## src/rtl/core/tgm_pkg.sv

```systemverilog
// shared constants, types and codes for the tilt gesture morse recorder
package tgm_pkg;

	localparam int BUFFER_DEPTH = 128;
	localparam int SAMPLE_WIDTH = 16;

	localparam int ADDR_W     = $clog2(BUFFER_DEPTH);
	localparam int BANK_DEPTH = (BUFFER_DEPTH + 1) / 2;
	localparam int BANK_AW    = ADDR_W - 1;

	localparam int MODE_W    = 2;
	localparam int IDX_W     = 7;
	localparam int LEN_OUT_W = 7;
	localparam int CHAR_W    = 8;
	localparam int THR_W     = 15;
	localparam int ALPHA_W   = 9;
	localparam int CFG_W     = 15;
	localparam int CFG_IDX_W = 2;

	// widths for index/length compares and for magnitude compares
	localparam int IDX_XW = ((ADDR_W > IDX_W) ? ADDR_W : IDX_W) + 1;
	localparam int CMP_W  = ((SAMPLE_WIDTH + 1) > THR_W) ? (SAMPLE_WIDTH + 1) : THR_W;

	localparam logic [CFG_IDX_W-1:0] REG_MAIN_THRESHOLD  = 2'd0;
	localparam logic [CFG_IDX_W-1:0] REG_ORTHO_THRESHOLD = 2'd1;
	localparam logic [CFG_IDX_W-1:0] REG_FILTER_ALPHA    = 2'd2;

	localparam logic [THR_W-1:0]   MAIN_THR_RESET  = 15'd6144;
	localparam logic [THR_W-1:0]   ORTHO_THR_RESET = 15'd2867;
	localparam logic [ALPHA_W-1:0] ALPHA_RESET     = 9'd51;
	localparam logic [ALPHA_W-1:0] ALPHA_FULL      = 9'd256;

	localparam logic signed [SAMPLE_WIDTH-1:0] FY_RESET = '0;
	localparam logic signed [SAMPLE_WIDTH-1:0] FZ_RESET = SAMPLE_WIDTH'(8192);

	localparam logic [MODE_W-1:0] MODE_TICK = 2'd0;
	localparam logic [MODE_W-1:0] MODE_READ = 2'd1;
	localparam logic [MODE_W-1:0] MODE_SENT = 2'd2;

	localparam logic [1:0] STATE_IDLE  = 2'd0;
	localparam logic [1:0] STATE_REC   = 2'd1;
	localparam logic [1:0] STATE_READY = 2'd2;

	localparam logic [CHAR_W-1:0] CH_DOT   = 8'h2E;
	localparam logic [CHAR_W-1:0] CH_DASH  = 8'h2D;
	localparam logic [CHAR_W-1:0] CH_SPACE = 8'h20;
	localparam logic [CHAR_W-1:0] CH_NL    = 8'h0A;

	typedef enum logic [1:0] {
		GEST_NONE = 2'd0,
		GEST_DOT  = 2'd1,
		GEST_DASH = 2'd2
	} pose_t;

	typedef struct packed {
		logic               en;
		logic [BANK_AW-1:0] addr;
		logic [CHAR_W-1:0]  data;
	} bank_wr_t;

	typedef struct packed {
		logic               en;
		logic [BANK_AW-1:0] addr;
		logic               sel;
		logic               ok;
	} rd_req_t;

	typedef struct packed {
		logic [1:0]           app_state;
		logic [1:0]           chars_added;
		logic [CHAR_W-1:0]    first_char;
		logic [CHAR_W-1:0]    second_char;
		logic [LEN_OUT_W-1:0] message_length;
	} res_t;

endpackage

```

## src/rtl/core/tilt_gesture_morse_recorder.sv

```systemverilog
// top level: configuration registers, two-bank message buffer and result pipeline
// pipeline: two register stages, s1 and the result registers; a stalled result
// stage holds s1, so a result is shown once it has passed both
// throughput: one request per cycle while the result stage is not stalled; the
// state updates on each accepted request and the buffer banks have registered reads
// reset: control, button history, pose and filter state clear at once; the
// buffer is not cleared, only bytes below the held length are ever read
module tilt_gesture_morse_recorder (
	input  logic                                    clk,
	input  logic                                    arst_n,
	input  logic                                    in_valid,
	output logic                                    in_ready,
	input  logic [tgm_pkg::MODE_W-1:0]              mode,
	input  logic signed [tgm_pkg::SAMPLE_WIDTH-1:0] accel_y,
	input  logic signed [tgm_pkg::SAMPLE_WIDTH-1:0] accel_z,
	input  logic                                    sample_ok,
	input  logic                                    start_button,
	input  logic                                    space_button,
	input  logic [tgm_pkg::IDX_W-1:0]               read_index,
	output logic                                    out_valid,
	input  logic                                    out_ready,
	output logic [1:0]                              app_state,
	output logic [1:0]                              chars_added,
	output logic [tgm_pkg::CHAR_W-1:0]              first_char,
	output logic [tgm_pkg::CHAR_W-1:0]              second_char,
	output logic [tgm_pkg::LEN_OUT_W-1:0]           message_length,
	output logic [tgm_pkg::CHAR_W-1:0]              read_byte,
	input  logic                                    cfg_we,
	input  logic [tgm_pkg::CFG_IDX_W-1:0]           cfg_index,
	input  logic [tgm_pkg::CFG_W-1:0]               cfg_data
);
	import tgm_pkg::*;

	logic [THR_W-1:0]   main_thr_q;
	logic [THR_W-1:0]   ortho_thr_q;
	logic [ALPHA_W-1:0] alpha_q;

	logic               accept;
	logic               adv_s1;
	bank_wr_t           wr_even;
	bank_wr_t           wr_odd;
	rd_req_t            rd_req;
	res_t               res;
	logic [CHAR_W-1:0]  rdata_even;
	logic [CHAR_W-1:0]  rdata_odd;

	logic               valid_s1;
	res_t               res_s1;
	logic               rd_ok_s1;
	logic               rd_sel_s1;
	logic [CHAR_W-1:0]  rbyte_s1;

	logic               out_valid_q;
	res_t               res_q;
	logic [CHAR_W-1:0]  read_byte_q;

	always_ff @(posedge clk or negedge arst_n) begin
		if (!arst_n) begin
			main_thr_q  <= MAIN_THR_RESET;
			ortho_thr_q <= ORTHO_THR_RESET;
			alpha_q     <= ALPHA_RESET;
		end else if (cfg_we) begin
			case (cfg_index)
				REG_MAIN_THRESHOLD:  main_thr_q  <= cfg_data[THR_W-1:0];
				REG_ORTHO_THRESHOLD: ortho_thr_q <= cfg_data[THR_W-1:0];
				REG_FILTER_ALPHA:    alpha_q     <= cfg_data[ALPHA_W-1:0];
				default: ;
			endcase
		end
	end

	// a new request enters while s1 or the result stage is empty, or the result moves on
	assign adv_s1   = valid_s1 && (!out_valid_q || out_ready);
	assign in_ready = !valid_s1 || !out_valid_q || out_ready;
	assign accept   = in_valid && in_ready;

	tgm_ctrl u_ctrl (
		.clk             (clk),
		.arst_n          (arst_n),
		.accept          (accept),
		.mode            (mode),
		.accel_y         (accel_y),
		.accel_z         (accel_z),
		.sample_ok       (sample_ok),
		.start_button    (start_button),
		.space_button    (space_button),
		.read_index      (read_index),
		.filter_alpha    (alpha_q),
		.main_threshold  (main_thr_q),
		.ortho_threshold (ortho_thr_q),
		.wr_even         (wr_even),
		.wr_odd          (wr_odd),
		.rd_req          (rd_req),
		.res             (res)
	);

	tgm_ram #(
		.DEPTH (BANK_DEPTH),
		.WIDTH (CHAR_W),
		.AW    (BANK_AW)
	) u_ram_even (
		.clk   (clk),
		.we    (accept && wr_even.en),
		.waddr (wr_even.addr),
		.wdata (wr_even.data),
		.re    (rd_req.en),
		.raddr (rd_req.addr),
		.rdata (rdata_even)
	);

	tgm_ram #(
		.DEPTH (BANK_DEPTH),
		.WIDTH (CHAR_W),
		.AW    (BANK_AW)
	) u_ram_odd (
		.clk   (clk),
		.we    (accept && wr_odd.en),
		.waddr (wr_odd.addr),
		.wdata (wr_odd.data),
		.re    (rd_req.en),
		.raddr (rd_req.addr),
		.rdata (rdata_odd)
	);

	always_ff @(posedge clk or negedge arst_n) begin
		if (!arst_n) begin
			valid_s1 <= 1'b0;
		end else if (in_ready) begin
			valid_s1 <= accept;
		end
	end

	always_ff @(posedge clk) begin
		if (accept) begin
			res_s1    <= res;
			rd_ok_s1  <= rd_req.ok;
			rd_sel_s1 <= rd_req.sel;
		end
	end

	// ram data holds until the next request, which only comes once s1 has moved on
	assign rbyte_s1 = rd_ok_s1 ? (rd_sel_s1 ? rdata_odd : rdata_even) : '0;

	always_ff @(posedge clk or negedge arst_n) begin
		if (!arst_n) begin
			out_valid_q <= 1'b0;
		end else if (!out_valid_q || out_ready) begin
			out_valid_q <= valid_s1;
		end
	end

	always_ff @(posedge clk) begin
		if (adv_s1) begin
			res_q       <= res_s1;
			read_byte_q <= rbyte_s1;
		end
	end

	assign out_valid      = out_valid_q;
	assign app_state      = res_q.app_state;
	assign chars_added    = res_q.chars_added;
	assign first_char     = res_q.first_char;
	assign second_char    = res_q.second_char;
	assign message_length = res_q.message_length;
	assign read_byte      = read_byte_q;

endmodule

```

## src/rtl/core/tgm_ram.sv

```systemverilog
// generic single write port, single read port ram with registered read data
module tgm_ram #(
	parameter int DEPTH = 64,
	parameter int WIDTH = 8,
	parameter int AW    = 6
) (
	input  logic             clk,
	input  logic             we,
	input  logic [AW-1:0]    waddr,
	input  logic [WIDTH-1:0] wdata,
	input  logic             re,
	input  logic [AW-1:0]    raddr,
	output logic [WIDTH-1:0] rdata
);

	logic [WIDTH-1:0] mem [DEPTH];

	always_ff @(posedge clk) begin
		if (we) begin
			mem[waddr] <= wdata;
		end
		if (re) begin
			rdata <= mem[raddr];
		end
	end

endmodule

```

## src/rtl/core/tgm_filter.sv

```systemverilog
// ema filter on both axes and dot/dash pose classification
module tgm_filter (
	input  logic signed [tgm_pkg::SAMPLE_WIDTH-1:0] fy,
	input  logic signed [tgm_pkg::SAMPLE_WIDTH-1:0] fz,
	input  logic signed [tgm_pkg::SAMPLE_WIDTH-1:0] accel_y,
	input  logic signed [tgm_pkg::SAMPLE_WIDTH-1:0] accel_z,
	input  logic                                    sample_ok,
	input  logic [tgm_pkg::ALPHA_W-1:0]             filter_alpha,
	input  logic [tgm_pkg::THR_W-1:0]               main_threshold,
	input  logic [tgm_pkg::THR_W-1:0]               ortho_threshold,
	output logic signed [tgm_pkg::SAMPLE_WIDTH-1:0] fy_next,
	output logic signed [tgm_pkg::SAMPLE_WIDTH-1:0] fz_next,
	output tgm_pkg::pose_t                          pose
);
	import tgm_pkg::*;

	localparam int SW = SAMPLE_WIDTH;
	localparam logic signed [SW+10:0] ROUND = 128;

	logic [ALPHA_W-1:0]      a;
	logic [ALPHA_W-1:0]      b;
	logic signed [SW+9:0]    pay_new;
	logic signed [SW+9:0]    pay_old;
	logic signed [SW+9:0]    paz_new;
	logic signed [SW+9:0]    paz_old;
	logic signed [SW+10:0]   sum_y;
	logic signed [SW+10:0]   sum_z;
	logic signed [SW-1:0]    cy;
	logic signed [SW-1:0]    cz;
	logic [CMP_W-1:0]        mag_y;
	logic [CMP_W-1:0]        mag_z;
	logic [CMP_W-1:0]        thr_main;
	logic [CMP_W-1:0]        thr_ortho;

	function automatic logic [CMP_W-1:0] mag(input logic signed [SW-1:0] v);
		logic [SW:0] m;
		m = v[SW-1] ? ((SW+1)'(0) - {v[SW-1], v}) : {1'b0, v};
		return CMP_W'(m);
	endfunction

	// weights above full scale count as full scale
	assign a = (filter_alpha > ALPHA_FULL) ? ALPHA_FULL : filter_alpha;
	assign b = ALPHA_FULL - a;

	assign pay_new = $signed({1'b0, a}) * accel_y;
	assign pay_old = $signed({1'b0, b}) * fy;
	assign paz_new = $signed({1'b0, a}) * accel_z;
	assign paz_old = $signed({1'b0, b}) * fz;

	assign sum_y = pay_new + pay_old + ROUND;
	assign sum_z = paz_new + paz_old + ROUND;

	// arithmetic shift gives floor division by 256
	assign fy_next = sum_y[SW+7:8];
	assign fz_next = sum_z[SW+7:8];

	assign cy = sample_ok ? fy_next : fy;
	assign cz = sample_ok ? fz_next : fz;

	assign mag_y     = mag(cy);
	assign mag_z     = mag(cz);
	assign thr_main  = CMP_W'(main_threshold);
	assign thr_ortho = CMP_W'(ortho_threshold);

	always_comb begin
		if (mag_z > thr_main && mag_y < thr_ortho) begin
			pose = GEST_DOT;
		end else if (mag_y > thr_main && mag_z < thr_ortho) begin
			pose = GEST_DASH;
		end else begin
			pose = GEST_NONE;
		end
	end

endmodule

```

## src/rtl/core/tgm_ctrl.sv

```systemverilog
// recorder state machine, append logic and buffer write/read requests
module tgm_ctrl (
	input  logic                                    clk,
	input  logic                                    arst_n,
	input  logic                                    accept,
	input  logic [tgm_pkg::MODE_W-1:0]              mode,
	input  logic signed [tgm_pkg::SAMPLE_WIDTH-1:0] accel_y,
	input  logic signed [tgm_pkg::SAMPLE_WIDTH-1:0] accel_z,
	input  logic                                    sample_ok,
	input  logic                                    start_button,
	input  logic                                    space_button,
	input  logic [tgm_pkg::IDX_W-1:0]               read_index,
	input  logic [tgm_pkg::ALPHA_W-1:0]             filter_alpha,
	input  logic [tgm_pkg::THR_W-1:0]               main_threshold,
	input  logic [tgm_pkg::THR_W-1:0]               ortho_threshold,
	output tgm_pkg::bank_wr_t                       wr_even,
	output tgm_pkg::bank_wr_t                       wr_odd,
	output tgm_pkg::rd_req_t                        rd_req,
	output tgm_pkg::res_t                           res
);
	import tgm_pkg::*;

	typedef enum logic [1:0] {
		S_IDLE  = STATE_IDLE,
		S_REC   = STATE_REC,
		S_READY = STATE_READY
	} app_t;

	app_t                     st_q;
	app_t                     st_a;
	app_t                     st_b;
	app_t                     st_n;
	logic [ADDR_W-1:0]        len_q;
	logic [ADDR_W-1:0]        len_a;
	logic [ADDR_W-1:0]        len_c;
	logic [ADDR_W-1:0]        len_n;
	logic [ADDR_W-1:0]        addr1;
	pose_t                    pose_q;
	pose_t                    pose_a;
	pose_t                    pose_b;
	pose_t                    pose_n;
	pose_t                    pose_new;
	logic                     start_prev_q;
	logic                     space_prev_q;
	logic                     last_space_q;
	logic                     last_space_n;
	logic signed [SAMPLE_WIDTH-1:0] fy_q;
	logic signed [SAMPLE_WIDTH-1:0] fz_q;
	logic signed [SAMPLE_WIDTH-1:0] fy_next;
	logic signed [SAMPLE_WIDTH-1:0] fz_next;
	logic                     tick;
	logic                     rise1;
	logic                     rise2;
	logic                     sp_ev;
	logic                     dbl;
	logic                     rec;
	logic                     sym_ev;
	logic                     filt_load;
	logic [CHAR_W-1:0]        sym_ch;
	logic                     c0_v;
	logic                     c1_v;
	logic [CHAR_W-1:0]        c0;
	logic [CHAR_W-1:0]        c1;
	logic                     p0;
	logic                     p1;
	logic [IDX_XW-1:0]        idx_x;
	logic [IDX_XW-1:0]        len_x;

	tgm_filter u_filter (
		.fy              (fy_q),
		.fz              (fz_q),
		.accel_y         (accel_y),
		.accel_z         (accel_z),
		.sample_ok       (sample_ok),
		.filter_alpha    (filter_alpha),
		.main_threshold  (main_threshold),
		.ortho_threshold (ortho_threshold),
		.fy_next         (fy_next),
		.fz_next         (fz_next),
		.pose            (pose_new)
	);

	assign tick  = accept && (mode == MODE_TICK);
	assign rise1 = start_button && !start_prev_q;
	assign rise2 = space_button && !space_prev_q;

	always_comb begin
		st_a   = st_q;
		len_a  = len_q;
		pose_a = pose_q;
		if (tick && rise1) begin
			case (st_q)
				S_IDLE: begin
					st_a   = S_REC;
					len_a  = '0;
					pose_a = GEST_NONE;
				end
				S_REC: begin
					st_a   = S_IDLE;
					len_a  = '0;
					pose_a = GEST_NONE;
				end
				default: ;
			endcase
		end
	end

	// a space right after a space ends the message
	assign sp_ev  = tick && rise2 && (st_a == S_REC);
	assign dbl    = sp_ev && (len_a != '0) && last_space_q;
	assign st_b   = dbl ? S_READY : st_a;
	assign pose_b = dbl ? GEST_NONE : pose_a;

	assign rec       = tick && (st_b == S_REC);
	assign filt_load = rec && sample_ok;
	assign sym_ev    = rec && (pose_new != GEST_NONE) && (pose_new != pose_b);
	assign sym_ch    = (pose_new == GEST_DOT) ? CH_DOT : CH_DASH;
	assign pose_n    = rec ? pose_new : pose_b;

	// slot 0 is always the first byte appended this tick
	assign c0_v = sp_ev || sym_ev;
	assign c0   = sp_ev ? CH_SPACE : sym_ch;
	assign c1_v = dbl || (sp_ev && sym_ev);
	assign c1   = dbl ? CH_NL : sym_ch;

	// appends are dropped once one slot short of the depth
	assign p0 = c0_v && (len_a < ADDR_W'(BUFFER_DEPTH - 1));
	assign p1 = c1_v && p0 && (len_a < ADDR_W'(BUFFER_DEPTH - 2));

	assign addr1 = len_a + ADDR_W'(1);
	assign len_c = len_a + ADDR_W'(p0) + ADDR_W'(p1);

	always_comb begin
		st_n  = st_b;
		len_n = len_c;
		if (accept && mode == MODE_SENT && st_q == S_READY) begin
			st_n  = S_IDLE;
			len_n = '0;
		end
	end

	assign last_space_n = p1 ? (c1 == CH_SPACE) : (p0 ? (c0 == CH_SPACE) : last_space_q);

	always_ff @(posedge clk or negedge arst_n) begin
		if (!arst_n) begin
			st_q         <= S_IDLE;
			len_q        <= '0;
			pose_q       <= GEST_NONE;
			start_prev_q <= 1'b0;
			space_prev_q <= 1'b0;
			last_space_q <= 1'b0;
			fy_q         <= FY_RESET;
			fz_q         <= FZ_RESET;
		end else if (accept) begin
			st_q         <= st_n;
			len_q        <= len_n;
			pose_q       <= pose_n;
			last_space_q <= last_space_n;
			if (tick) begin
				start_prev_q <= start_button;
				space_prev_q <= space_button;
			end
			if (filt_load) begin
				fy_q <= fy_next;
				fz_q <= fz_next;
			end
		end
	end

	// the two bytes of one tick sit at consecutive addresses, so in different banks
	always_comb begin
		wr_even = '0;
		wr_odd  = '0;
		if (p0 && !len_a[0]) begin
			wr_even = '{en: 1'b1, addr: len_a[ADDR_W-1:1], data: c0};
		end else if (p1 && !addr1[0]) begin
			wr_even = '{en: 1'b1, addr: addr1[ADDR_W-1:1], data: c1};
		end
		if (p0 && len_a[0]) begin
			wr_odd = '{en: 1'b1, addr: len_a[ADDR_W-1:1], data: c0};
		end else if (p1 && addr1[0]) begin
			wr_odd = '{en: 1'b1, addr: addr1[ADDR_W-1:1], data: c1};
		end
	end

	assign idx_x     = IDX_XW'(read_index);
	assign rd_req.ok = (mode == MODE_READ) && (idx_x < IDX_XW'(len_q))
		&& (idx_x < IDX_XW'(BUFFER_DEPTH));
	assign rd_req.en   = accept && rd_req.ok;
	assign rd_req.addr = idx_x[ADDR_W-1:1];
	assign rd_req.sel  = idx_x[0];

	assign len_x               = IDX_XW'(len_n);
	assign res.app_state       = st_n;
	assign res.chars_added     = 2'(p0) + 2'(p1);
	assign res.first_char      = p0 ? c0 : '0;
	assign res.second_char     = p1 ? c1 : '0;
	assign res.message_length  = len_x[LEN_OUT_W-1:0];

endmodule

```

## config.mk

```make
export PLATFORM = sky130hd
export DESIGN_NAME = tilt_gesture_morse_recorder
export DESIGN_NICKNAME = d
export VERILOG_FILES = /design/src/rtl/core/tgm_pkg.sv /design/src/rtl/core/tilt_gesture_morse_recorder.sv /design/src/rtl/core/tgm_ram.sv /design/src/rtl/core/tgm_filter.sv /design/src/rtl/core/tgm_ctrl.sv
export SDC_FILE = /design/constraint.sdc
export NUM_CORES = 2
export LEC_CHECK = 0
export BUFFER_PORTS_ARGS = -buffer_cell sky130_fd_sc_hd__buf_2
export CORE_MARGIN = 2
export CORE_UTILIZATION = 38
export CTS_CLUSTER_DIAMETER = 30
export DETAILED_ROUTE_END_ITERATION = 6
export GPL_TIMING_DRIVEN = 0
export PLACE_DENSITY = 0.49
export SETUP_SLACK_MARGIN = 0.15
export SYNTH_ARGS = -nofsm -noshare
export SYNTH_HDL_FRONTEND = slang
export SYNTH_HIERARCHICAL = 1
export SYNTH_SLANG_ARGS = --single-unit
export TNS_END_PERCENT = 20
```

## constraint.sdc

```tcl
create_clock -name clk -period 19.6 [get_ports clk]
set_clock_uncertainty 0.05 [all_clocks]
set_input_delay 2.94 -clock clk [delete_from_list [all_inputs] [get_ports clk]]
set_output_delay 2.94 -clock clk [all_outputs]
set_load 0.02 [all_outputs]
```

==> impl_metrics.env <==
export IMPL_status="finished, final reports clean"
export IMPL_synth_edff_count=1104
export IMPL_yosysUniqueCellTypes=95
export IMPL_routed_wl_um=208000
export IMPL_final_cells=8064
export IMPL_vias=42100
export IMPL_grt_overflow=0
export IMPL_cts_inserted_buffers=217
export IMPL_rows=158
export IMPL_areaGrowthSynthToFinish_pct=16.7
export IMPL_synthArstFlopShare=0.0730
export IMPL_slew_limit_headroom=0.103
export IMPL_post_synth_top_count_cell="edfxtp_1"
export IMPL_hp_class="reg -> reg"
export IMPL_dp_cells=7652
export IMPL_initial_core_util=0.382
export IMPL_drv_slew=0
export IMPL_die_h_um=435
export IMPL_cpMaxStageDelayCell="nor2_1"
export IMPL_num_fill_cells=16900
export IMPL_cts_max_path_buffers=3
export IMPL_crit_path_end_kind="flop"
export IMPL_cp_common_cell="fa_1"
export IMPL_tritoncts="done"
export IMPL_worst_ep_required_time_ns=19.98
export IMPL_hpwl_um=154000
export IMPL_io_pin_count=103
export IMPL_h_tree_depth=4
export IMPL_synth_avg_cell_area_um2=14.0
export IMPL_setup_violations=0
export IMPL_finalSetupTns_ns=0
export IMPL_antenna_found_initial=25
export IMPL_grt_usage=0.222
export IMPL_yosysTopAreaCell="edfxtp_1"
export IMPL_syn_area_um2=70700
export IMPL_postPlaceCellArea_um2=74700
export IMPL_clkLatencyLatePin_ns=0.82
export IMPL_ys_warnings_count=6
export IMPL_max_freq_mhz=53.9
export IMPL_core_um2=185000
export IMPL_regArea_um2=35300
export IMPL_design_area_um2=82600
export IMPL_io_buffer_count=85
export IMPL_die_w_um=435
export IMPL_die_area_um2=190000
export IMPL_synth_top_area_share=0.469
export IMPL_multi_input_area_um2=31900
export IMPL_synth_yosys_seq_area_share=0.500
export IMPL_ys_top_cells_by_area="edfxtp_1 (47%), fa_1 (15%), mux4_2 (8.0%)"
export IMPL_place_gp_congestion=0.873
export IMPL_clkTransAtPathRegs_ns=0.05
export IMPL_ant_nets=0
export IMPL_arrival_ns=18.95
export IMPL_cp_max_fo=11
export IMPL_grt_max_degree=65
export IMPL_path_class="reg -> reg"
export IMPL_drc_errors=0
export IMPL_synthTopCellsByCount="edfxtp_1 (1104), inv_1 (672), fa_1 (545)"
export IMPL_synth_ff_type="edfxtp_1"
export IMPL_hold_violations=0
export IMPL_grt_pass1_vias=44300
export IMPL_finalCritPeriodShare=0.947
export IMPL_drive_gt1_frac=0.191
export IMPL_grt_pass1_wl_um=308000
export IMPL_via_per_inst=5.22
export IMPL_drt_iter0_drc=3290
export IMPL_synthCells=5056
export IMPL_holdWs_ns=0.366
export IMPL_drt_pass1_iter_count=6
export IMPL_routedWlPerCell_um=25.8
export IMPL_fin_nets=6280
export IMPL_root_buffer="clkbuf_16"
export IMPL_ys_ff_latch=1191
export IMPL_tightest_slew_ns=1.35
export IMPL_start_kind="flop"
export IMPL_cpPeakStageDelay_ns=0.94
export IMPL_fin_crit_ns=18.57
export IMPL_drv_cap=0
export IMPL_cts_sinks=1191
export IMPL_grt_setup_unrepaired="true"
-- kinds of logic (layout without fill, tap and decap cells) --
family | after synthesis | count (layout) | synth area share
flip-flops | 1191 | 1191 | 0.500
other | 1 | 15 | 0.0000530
buffers and inverters | 939 | 1453 | 0.0550
AND/OR/NAND/NOR | 1207 | 1207 | 0.0846
adder cells (fa/ha/maj) | 820 | 820 | 0.203
XOR/XNOR | 112 | 112 | 0.0143
AO/OA/AOI/OAI | 352 | 352 | 0.0353
multiplexers | 434 | 434 | 0.108
-- timing repair --
action / in CTS / in global routing
gates resized for setup: 12 / 92
hold buffers: 0 / 0
pin swaps: 0 / 1
setup endpoints to repair: 566 / 1024
setup buffers: 0 / 3
-- per-layer routing --
layer  part of all wire  track usage
met5           0.000062            0
met4              0.035       0.0742
met3              0.047       0.0272
met2               0.50        0.378
met1               0.42        0.296
-- registers in the layout, summed over array words and instances, names as in the netlist, 2 cells and up --
signal and count:
alpha_q 9, app_state 2, chars_added 2, first_char 8
main_thr_q 15, message_length 7, ortho_thr_q 15, read_byte 8
res_s1 27, second_char 8, u_ctrl/fy_q 16, u_ctrl/fz_q 16
u_ctrl/len_q 7, u_ctrl/pose_q 2, u_ctrl/st_q 2, u_ram_even/mem 512
u_ram_even/rdata 8, u_ram_odd/mem 512, u_ram_odd/rdata 8
-- final cells by class --
type | instances | area share
antenna | 3 | 0.0000909
buffer | 265 | 0.0167
clock buffer | 234 | 0.0668
clock inverter | 172 | 0.0246
inverter | 674 | 0.0306
multi-input combinational | 2937 | 0.386
sequential | 1191 | 0.428
tap | 2480 | 0.0376
timing repair buffer | 108 | 0.00947
-- path summary, 6_finish.rpt --
path,from,to,slack (ns),depth (start not counted)
setup / recovery,alpha_q[8],u_ram_even/mem[1][1],1.03,55
hold / removal,res_s1[15],first_char[0],0.37,0
max in group asynchronous,arst_n,u_ctrl/fz_q[13],16.67,2
setup reg to reg,alpha_q[8],u_ram_even/mem[1][1],1.03,55
min in group asynchronous,arst_n,main_thr_q[14],2.10,1
hold reg to reg,res_s1[15],first_char[0],0.37,0
-- per-stage QoR --
stage          setup slack (ns)   util
2_1_floorplan              2.62      -
3_5_place_dp             -0.381  0.403
5_1_grt                  0.0518  0.446
4_1_cts                   0.108  0.444
6_report                   1.03  0.446
3_3_place_gp              -5.65  0.401
-- critical path: cells and delay by family, from the launching register on --
kind / cells / cell delay [ns]
fa+ha+maj: 11 / 4.58
compound gates: 17 / 4.63
flops: 1 / 0.46
simple gates: 10 / 3.07
buf+inv: 13 / 3.76
xor+xnor: 2 / 0.44
mux: 2 / 1.08
-- cell usage in the layout, fill, tap and decap left out, drive strengths merged, types with 13 or more instances in the layout --
cell,Yosys,layout
dfrtp,73,73
a21oi,59,59
bufinv,0,28
clkinvlp,0,32
ha,275,275
a31oi,13,13
nand4,21,21
fa,545,545
nor2,232,232
buf,129,236
clkinv,1,77
a21o,18,18
xor2,32,32
a211oi,29,29
mux4,252,252
nand2b,30,30
dfstp,14,14
edfxtp,1104,1104
nand3b,13,13
clkbuf,136,371
and2,291,291
nor2b,64,64
o22ai,22,22
o21ai,64,64
inv,673,709
mux2,108,108
xnor2,79,79
nor3,34,34
nand2,409,409
mux2i,74,74
o221ai,18,18
nand3,55,55
Power is left out: the tool's default activity adds up to more than one toggle a clock period on the data nets, which glitch-free logic cannot reach.
